===== src/hdl/sbckd_pkg.sv =====
// shared constants, register indexes and translation tables for the code key decoder
package sbckd_pkg;

    localparam int COUNT_W     = 8;
    localparam int CODE_W      = 8;
    localparam int CFG_W       = 8;
    localparam int CFG_IDX_W   = 2;
    localparam int S_TDATA_W   = 8;
    localparam int M_TDATA_W   = 24;
    localparam int TABLE_SIZE  = 32;
    localparam int TABLE_IDX_W = $clog2(TABLE_SIZE);

    localparam logic [COUNT_W-1:0] COUNT_MAX = 8'd255;

    localparam logic [CODE_W-1:0] KEY_NONE      = 8'd1;
    localparam logic [CODE_W-1:0] KEY_NUM_MODE  = 8'd6;
    localparam logic [CODE_W-1:0] KEY_ALPHA_MODE = 8'd7;

    localparam logic [CFG_W-1:0] DOT_PERIOD_RST         = 8'd2;
    localparam logic [CFG_W-1:0] DASH_PERIOD_RST        = 8'd11;
    localparam logic [CFG_W-1:0] MODE_SWITCH_PERIOD_RST = 8'd110;

    localparam logic [CFG_IDX_W-1:0] CFG_DOT_PERIOD         = 2'd0;
    localparam logic [CFG_IDX_W-1:0] CFG_DASH_PERIOD        = 2'd1;
    localparam logic [CFG_IDX_W-1:0] CFG_MODE_SWITCH_PERIOD = 2'd2;

    function automatic logic [CODE_W-1:0] alpha_rom(input logic [TABLE_IDX_W-1:0] idx);
        logic [CODE_W-1:0] ch;
        case (idx)
            5'd0:  ch = 8'd0;
            5'd1:  ch = 8'd1;
            5'd2:  ch = 8'h2e;
            5'd3:  ch = 8'h20;
            5'd4:  ch = 8'h53;
            5'd5:  ch = 8'h5a;
            5'd6:  ch = 8'd6;
            5'd7:  ch = 8'd7;
            5'd8:  ch = 8'h54;
            5'd9:  ch = 8'h57;
            5'd10: ch = 8'h41;
            5'd11: ch = 8'h44;
            5'd12: ch = 8'h47;
            5'd13: ch = 8'h4a;
            5'd14: ch = 8'h4d;
            5'd15: ch = 8'h50;
            5'd16: ch = 8'h55;
            5'd17: ch = 8'h56;
            5'd18: ch = 8'h58;
            5'd19: ch = 8'h59;
            5'd20: ch = 8'h42;
            5'd21: ch = 8'h43;
            5'd22: ch = 8'h45;
            5'd23: ch = 8'h46;
            5'd24: ch = 8'h48;
            5'd25: ch = 8'h49;
            5'd26: ch = 8'h4b;
            5'd27: ch = 8'h4c;
            5'd28: ch = 8'h4e;
            5'd29: ch = 8'h4f;
            5'd30: ch = 8'h51;
            5'd31: ch = 8'h52;
            default: ch = 8'd0;
        endcase
        return ch;
    endfunction

    function automatic logic [CODE_W-1:0] num_rom(input logic [TABLE_IDX_W-1:0] idx);
        logic [CODE_W-1:0] ch;
        case (idx)
            5'd0:  ch = 8'd0;
            5'd1:  ch = 8'd1;
            5'd2:  ch = 8'h2e;
            5'd3:  ch = 8'h20;
            5'd4:  ch = 8'h30;
            5'd5:  ch = 8'h31;
            5'd6:  ch = 8'h23;
            5'd7:  ch = 8'd7;
            5'd8:  ch = 8'h38;
            5'd9:  ch = 8'h39;
            5'd10: ch = 8'h32;
            5'd11: ch = 8'h33;
            5'd12: ch = 8'h34;
            5'd13: ch = 8'h35;
            5'd14: ch = 8'h36;
            5'd15: ch = 8'h37;
            5'd16: ch = 8'h28;
            5'd17: ch = 8'h3a;
            5'd18: ch = 8'h29;
            5'd19: ch = 8'h27;
            5'd20: ch = 8'h22;
            5'd21: ch = 8'h21;
            5'd22: ch = 8'h40;
            5'd23: ch = 8'h2d;
            5'd24: ch = 8'h24;
            5'd25: ch = 8'h2b;
            5'd26: ch = 8'h25;
            5'd27: ch = 8'd8;
            5'd28: ch = 8'h2a;
            5'd29: ch = 8'h3d;
            5'd30: ch = 8'h2f;
            5'd31: ch = 8'h3b;
            default: ch = 8'd0;
        endcase
        return ch;
    endfunction

endpackage


===== src/hdl/single_button_code_key_decoder.sv =====
// single-button code key decoder: press/release timing, code build and table translation
// One button sample is taken per word and every sample yields exactly one result word, in the
// cycle after it is accepted. A new sample is accepted in every cycle; the only stall comes
// from the single output register, which holds its word while m_tready is low, and s_tready
// follows m_tready in that case. Press and release lengths are counted in words, saturating at
// 255. The three timing registers are written through the cfg port and take effect on the
// next accepted word.
module single_button_code_key_decoder (
    input  logic                               aclk,
    input  logic                               aresetn,
    input  logic                               cfg_wr_en,
    input  logic [sbckd_pkg::CFG_IDX_W-1:0]    cfg_index,
    input  logic [sbckd_pkg::CFG_W-1:0]        cfg_wdata,
    input  logic                               s_tvalid,
    output logic                               s_tready,
    // button_down
    input  logic [sbckd_pkg::S_TDATA_W-1:0]    s_tdata,
    output logic                               m_tvalid,
    input  logic                               m_tready,
    // key_valid, key_code, partial_code, mode_toggled, message_mode, numeric_table, zero pad
    output logic [sbckd_pkg::M_TDATA_W-1:0]    m_tdata
);
    import sbckd_pkg::*;

    logic [CFG_W-1:0]   dot_period_reg;
    logic [CFG_W-1:0]   dash_period_reg;
    logic [CFG_W-1:0]   mode_switch_period_reg;

    logic [COUNT_W-1:0] press_count_reg, press_count_next;
    logic [COUNT_W-1:0] release_count_reg, release_count_next;
    logic [CODE_W-1:0]  building_code_reg, building_code_next;
    logic               table_select_reg, table_select_next;
    logic               display_mode_reg, display_mode_next;

    logic               m_tvalid_reg;
    logic [M_TDATA_W-1:0] m_tdata_reg, m_tdata_next;

    logic               accept;
    logic               down;
    logic               key_valid;
    logic [CODE_W-1:0]  key_code;
    logic               toggled;
    logic [CODE_W-1:0]  shifted_code;
    logic [CODE_W-1:0]  done_code;
    logic [CODE_W-1:0]  xlat;
    logic               finished;

    assign s_tready = !m_tvalid_reg || m_tready;
    assign accept   = s_tvalid && s_tready;
    assign down     = s_tdata[0];
    assign m_tvalid = m_tvalid_reg;
    assign m_tdata  = m_tdata_reg;

    always_ff @(posedge aclk) begin
        if (!aresetn) begin
            dot_period_reg         <= DOT_PERIOD_RST;
            dash_period_reg        <= DASH_PERIOD_RST;
            mode_switch_period_reg <= MODE_SWITCH_PERIOD_RST;
        end else if (cfg_wr_en) begin
            case (cfg_index)
                CFG_DOT_PERIOD:         dot_period_reg         <= cfg_wdata;
                CFG_DASH_PERIOD:        dash_period_reg        <= cfg_wdata;
                CFG_MODE_SWITCH_PERIOD: mode_switch_period_reg <= cfg_wdata;
                default: ;
            endcase
        end
    end

    always_comb begin
        press_count_next   = press_count_reg;
        release_count_next = release_count_reg;
        building_code_next = building_code_reg;
        table_select_next  = table_select_reg;
        display_mode_next  = display_mode_reg;
        key_valid          = 1'b0;
        key_code           = '0;
        toggled            = 1'b0;
        finished           = 1'b0;
        shifted_code       = building_code_reg;
        done_code          = KEY_NONE;
        xlat               = KEY_NONE;

        if (down) begin
            if (press_count_reg != COUNT_MAX) begin
                press_count_next = press_count_reg + 1'b1;
            end
            if (press_count_next == mode_switch_period_reg) begin
                display_mode_next = !display_mode_reg;
                toggled           = 1'b1;
            end
            release_count_next = '0;
        end else begin
            if (release_count_reg != COUNT_MAX) begin
                release_count_next = release_count_reg + 1'b1;
            end
            if (press_count_reg >= dot_period_reg && press_count_reg < mode_switch_period_reg) begin
                shifted_code = {building_code_reg[CODE_W-2:0],
                                press_count_reg >= dash_period_reg};
            end
            building_code_next = shifted_code;
            if (release_count_next >= dash_period_reg) begin
                done_code          = shifted_code;
                building_code_next = KEY_NONE;
                finished           = 1'b1;
            end
            press_count_next = '0;

            if (done_code < TABLE_SIZE) begin
                xlat = table_select_reg ? num_rom(done_code[TABLE_IDX_W-1:0])
                                        : alpha_rom(done_code[TABLE_IDX_W-1:0]);
            end else begin
                xlat = done_code;
            end

            if (finished && done_code != KEY_NONE) begin
                if (xlat == KEY_NUM_MODE) begin
                    table_select_next = 1'b1;
                end else if (xlat == KEY_ALPHA_MODE) begin
                    table_select_next = 1'b0;
                end else if (xlat != KEY_NONE) begin
                    key_valid = 1'b1;
                    key_code  = xlat;
                end
            end
        end

        m_tdata_next = {4'd0, table_select_next, display_mode_next, toggled,
                        building_code_next, key_code, key_valid};
    end

    always_ff @(posedge aclk) begin
        if (!aresetn) begin
            press_count_reg   <= '0;
            release_count_reg <= '0;
            building_code_reg <= KEY_NONE;
            table_select_reg  <= 1'b0;
            display_mode_reg  <= 1'b0;
            m_tvalid_reg      <= 1'b0;
        end else begin
            if (accept) begin
                press_count_reg   <= press_count_next;
                release_count_reg <= release_count_next;
                building_code_reg <= building_code_next;
                table_select_reg  <= table_select_next;
                display_mode_reg  <= display_mode_next;
                m_tvalid_reg      <= 1'b1;
            end else if (m_tready) begin
                m_tvalid_reg <= 1'b0;
            end
        end
    end

    always_ff @(posedge aclk) begin
        if (accept) begin
            m_tdata_reg <= m_tdata_next;
        end
    end

endmodule


===== config.mk =====
export PLATFORM = sky130hd
export DESIGN_NAME = single_button_code_key_decoder
export DESIGN_NICKNAME = d
export VERILOG_FILES = /design/src/hdl/sbckd_pkg.sv /design/src/hdl/single_button_code_key_decoder.sv
export SDC_FILE = /design/constraint.sdc
export NUM_CORES = 1
export LEC_CHECK = 0
export BUFFER_PORTS_ARGS = -buffer_cell sky130_fd_sc_hd__buf_4
export CORE_MARGIN = 2
export CORE_UTILIZATION = 55
export CTS_BUF_LIST = sky130_fd_sc_hd__clkbuf_8 sky130_fd_sc_hd__clkbuf_16
export CTS_CLUSTER_SIZE = 16
export DETAILED_ROUTE_END_ITERATION = 8
export PLACE_DENSITY = 0.77
export RECOVER_POWER = 50
export SYNTH_ARGS = -nofsm -noshare
export SYNTH_HDL_FRONTEND = slang
export SYNTH_SLANG_ARGS = --single-unit

===== constraint.sdc =====
create_clock -name aclk -period 13.7 [get_ports aclk]
set_clock_uncertainty 0.2 [all_clocks]
set_input_delay 2.74 -clock aclk [delete_from_list [all_inputs] [get_ports aclk]]
set_output_delay 2.74 -clock aclk [all_outputs]
set_load 0.01 [all_outputs]

Yosys cells after proc, flatten, opt, wreduce, memory -nomap -nowiden --
Memory sizes are Yosys's and may differ from the RTL's. Index checks and enable logic that the tools add are counted.
Storage, ports and cells: register bits after elaboration 71, bits in read-only memories 448, input port bits 23, output and inout bits 26, logic and storage cells 72, memories 2
Cells by class: add/subtract/negate cells 2, magnitude comparators 5, eq/ne operators 9, mux-type cells 26, bitwise operators 2, reductions and logical operators 13
Memories:
- (name not given) | depth 32, width 7, read ports 1, clocked after Yosys merged registers in 0, write ports 0, RTL line sbckd_pkg.sv:69 | case (idx)
- (name not given) | depth 32, width 7, read ports 1, clocked after Yosys merged registers in 0, write ports 0, RTL line sbckd_pkg.sv:29 | case (idx)
Operators with widths (number):
- $mux 8 | 14
- $ge 8x8->1 | 3
- $add 8x1->8 const B | 2
- $eq 8x3->1 const B | 2
- $ne 8x1->1 const B | 2
- $ne 8x8->1 const B | 2
- $mux 1 | 12
- $eq 8x8->1 | 1
- $lt 8x6->1 const B | 1
- $lt 8x8->1 | 1
- $reduce_and 2->1 | 3
- $reduce_or 5->1 | 1
- $reduce_or 4->1 | 1
- $logic_and 1x1->1 | 3
- $eq 2x1->1 const B | 1
- $eq 2x2->1 const B | 1
- $logic_not 1->1 | 2
- $logic_not 2->1 | 1
- $not 1->1 | 2
- $reduce_bool 2->1 | 1
- $logic_or 1x1->1 | 1

Logic depth before layout (Yosys ltp) --
An unclocked memory read counts as a cell.
depth in word-level cells 15, depth in mapped cells 24, gate-level depth less buffers 22

Worst setup path after synthesis --
No wires, ideal clock.
kind in2out, start in m_tready, end out s_tready, data arrival time 2920 ps, data required time 10760 ps, setup slack 7840 ps, stages 1, buffers on the path 0, cell sequence nand2b_1
On the way: longest elaborated chain between the ends 1
RTL lines:
- start, declared | RTL line single_button_code_key_decoder.sv:19 | input logic m_tready,
- $logic_or 1x1->1 | RTL line single_button_code_key_decoder.sv:48 | assign s_tready = !m_tvalid_reg || m_tready;
- end, declared | RTL line single_button_code_key_decoder.sv:15 | output logic s_tready,
No other way between the ends.

Worst setup path in the final report --
Same ends and word-level chain as after synthesis.

==> results.txt <==
The run finished, with violations left. The checks that failed: max-capacitance violations, max-slew violations. The layout cell share with drive strength beyond 1 came out at 0.0878.

The type of element launching the critical path is an input port. The final hold slack is ~0.31 ns. The area added between synthesis and finish is 8.10%. In this run the power density over the cells is ~84 nW/um2.

The area fraction of the dominant cell type after synthesis is 0.186. The proportion of register bits with asynchronous set or reset after synthesis is 0. The yosys synthesis warning count came out at 0. The clock latency reported for the late side of the worst-skew pair is roughly 0.37 ns.

The number of enable-type register cells in the synthesized netlist came out at 20. The tightest slew margin relative to the limit is -0.312. The synthesized instance count came out at 653. The number of fillers in the final layout came out at 913. TritonCTS built the clock tree.

The worst endpoint required time came out at approximately 11 ns. Sorting the synthesized cells by area gives the leading types as sky130_fd_sc_hd__dfxtp_1, sky130_fd_sc_hd__edfxtp_1, sky130_fd_sc_hd__ha_1. The final non-filler cell total is between 800 and 900. The distinct cell type count of the synthesized netlist is 87. The cell area after placement came out at just under 6000 um2. The total of cells resized after clock tree synthesis is 0. The maximum number of pins on one net before global-route repair came out at 52.

The ratio of final minimum period to clock period is 0.445. At the end of routability-driven placement, the weighted congestion stood at 0.912. In this run the cell area of the synthesized design comes to roughly 5500 um2. The largest total area in the synthesized netlist belongs to sky130_fd_sc_hd__dfxtp_1.

The slew at the pin with the worst max-slew slack came out at just under 2 ns. Derived from the worst setup path, the maximum achievable clock frequency is ~160 MHz. The total area of multi-input combinational cells is 3530 um2. The count of hold buffers inserted by post-cts repair came out at 0.

Setup violations remaining at the end of the flow were counted as 0. Dividing the detail-routed via count by the number of cells gives about 6.3. The die boundary height is a little over 100 um. Among all flip-flop cells after synthesis, the most frequent one is sky130_fd_sc_hd__dfxtp_1. The number of placement rows came out at 36. The H-tree level count came out at 3.

For the finished layout, the period the worst path requires is 6.10 ns. The static leakage is roughly 2.2 nW. The total count of hold-check failures in the final report is 0.

The routed wire length came out at between 10000 and 15000 um. The data arrival at the endpoint of the critical path came out at 3.16 ns. Counting tap cells, the placed design contains a total of ~800 instances.

The number of max-slew violations in the final report was 52. The count of TritonRoute iterations in the first routing pass came out at 5. The library cell used as clock root buffer is sky130_fd_sc_hd__clkbuf_8. The number of antenna violations at the first check in global routing is 0. The largest driver fanout on the critical path is 3. The final-stage net count came out at 730. The total die area came out at around 11000 um2. The path type of the worst min-delay path is register to register. The post-CTS setup-driven buffer insertion count came out at 0. The number of register bits inferred by synthesis came out at 71. The register with the most flip-flops in the layout has 20 of them.

The routed length per placed instance is roughly 18 um. Clock tree synthesis inserted a total of 9 buffers. The final non-filler cell area is between 5000 and 6000 um2. The total negative slack came out at 0 ns. The area taken by flip-flops and latches came out at 1620 um2. The remaining antenna violation count after routing came out at 0. The initial core utilization is 0.563.

STA classifies the critical path endpoint as an output port. The overall track demand over capacity in global routing is 0.275. After clock tree synthesis, the clock-pin slew on the worst setup and hold paths is ~0.070 ns. Setup repair after global routing left no endpoint under its margin. The count of buffers from port buffering is 37.

The first global-routing pass estimated approximately 24000 um of wire. The part of the Yosys area used for sequential elements is 0.296. For this run, design rule violations remaining after detail routing come to 0. The mean instance size in the synthesized netlist came out at around 8.4 um2. Counting every sink on the clock net gives 71. The max-cap check violation count is 1. Pin placement for this block handled between 40 and 50 I/O pins. The number of global-route vias before repair came out at 4756. The total via count after detailed routing came out at roughly 5000. The critical setup path kind is input port to output port. The number of DRC markers after the initial detailed-route iteration is about 510.

The x dimension of the die is just over 100 um. The total half-perimeter wirelength after legalization and detailed placement came out at around 11000 um. Across the VDD grid, the largest voltage drop is 0.0547 mV.

No sink is reached through more buffers than the 2 on the longest clock path. The area of the core is 9730 um2. The repair_antennas step left the layout with diodes totalling 0. The final global-route overflow total is 0.
## per-stage QoR
| step | total power, mW | setup slack, ns | util |
|---|---|---|---|
| detailed placement | 0.289 | 7.60 | 0.592 |
| finish | 0.495 | 7.60 | 0.609 |
| CTS | 0.500 | 7.60 | 0.618 |
| global placement | 0.287 | 7.61 | 0.592 |
| global route | 0.511 | 7.43 | 0.609 |
| floorplan | 0.270 | 7.84 | - |
## metal layers
layer  share of wire  track usage  vias up
met3           0.067       0.0522       34
met5               0            0        -
met2            0.46        0.434      200
met1            0.45        0.378     2421
li1                -            -     2423
met4           0.020       0.0946        0
## cells by family after synthesis
kind of cell,count (synthesis),share of synthesized area
fa+ha+maj,40,0.0913
other cells,1,0.000684
simple gates,235,0.221
compound gates,193,0.270
buf+inv,79,0.0628
xor+xnor,20,0.0320
flops,71,0.296
mux,14,0.0260
## synth_stat cells (all sizes together) (3+ instances only)
master	instances
a2111oi	6
a211o	3
a211oi	15
a21boi	7
a21o	8
a21oi	32
a221oi	3
a22o	6
a22oi	15
a311oi	4
a31oi	8
a32o	3
and2	11
and3	5
buf	14
clkbuf	26
dfxtp	51
edfxtp	20
ha	40
inv	38
mux2i	12
nand2	66
nand2b	7
nand3	29
nand3b	3
nand4	10
nor2	44
nor2b	32
nor3	12
nor4	7
o211ai	13
o21a	9
o21ai	33
o311a	3
o311ai	4
o31ai	3
xnor2	15
xor2	5
## cells in the final DEF, fill, tap and decap left out, types with 12 or more instances in the layout
cell	instances
sky130_fd_sc_hd__nand2_1	63
sky130_fd_sc_hd__dfxtp_1	51
sky130_fd_sc_hd__nor2_1	43
sky130_fd_sc_hd__ha_1	40
sky130_fd_sc_hd__inv_1	39
sky130_fd_sc_hd__nor2b_1	32
sky130_fd_sc_hd__a21oi_1	29
sky130_fd_sc_hd__o21ai_0	26
sky130_fd_sc_hd__nand3_1	25
sky130_fd_sc_hd__clkbuf_1	24
sky130_fd_sc_hd__edfxtp_1	20
sky130_fd_sc_hd__buf_4	16
sky130_fd_sc_hd__xnor2_1	15
sky130_fd_sc_hd__a22oi_1	15
sky130_fd_sc_hd__a211oi_1	14
sky130_fd_sc_hd__o211ai_1	12
sky130_fd_sc_hd__nor3_1	12
sky130_fd_sc_hd__mux2i_1	12
## path summary, 6_finish.rpt
kind | from | end | slack (ns) | cells after the start
max | m_tready | s_tready | 7.60 | 3
min | mode_switch_period_reg[4] | mode_switch_period_reg[4] | 0.31 | 2
max reg2reg | release_count_reg[0] | m_tdata[19] | 7.83 | 19
min reg2reg | mode_switch_period_reg[4] | mode_switch_period_reg[4] | 0.31 | 2
## layout make-up
class	count	share of cell area
Timing Repair Buffer	40	0.0355
Multi-Input combinational cell	506	0.595
Clock buffer	10	0.0251
Tap cell	133	0.0281
Inverter	39	0.0247
Clock inverter	6	0.0177
Sequential cell	71	0.274
## worst max-delay path: stages
cell and delay (ns):
sky130_fd_sc_hd__buf_4 0.10, sky130_fd_sc_hd__nand2b_1 0.16, sky130_fd_sc_hd__buf_4 0.15
## power by group
group | internal, mW | switching (mW) | total (mW)
sequential | 0.222 | 0.00527 | 0.227
clock | 0.131 | 0.0822 | 0.213
combinational | 0.0203 | 0.0345 | 0.0547
Power figures use the tool's default switching activity.
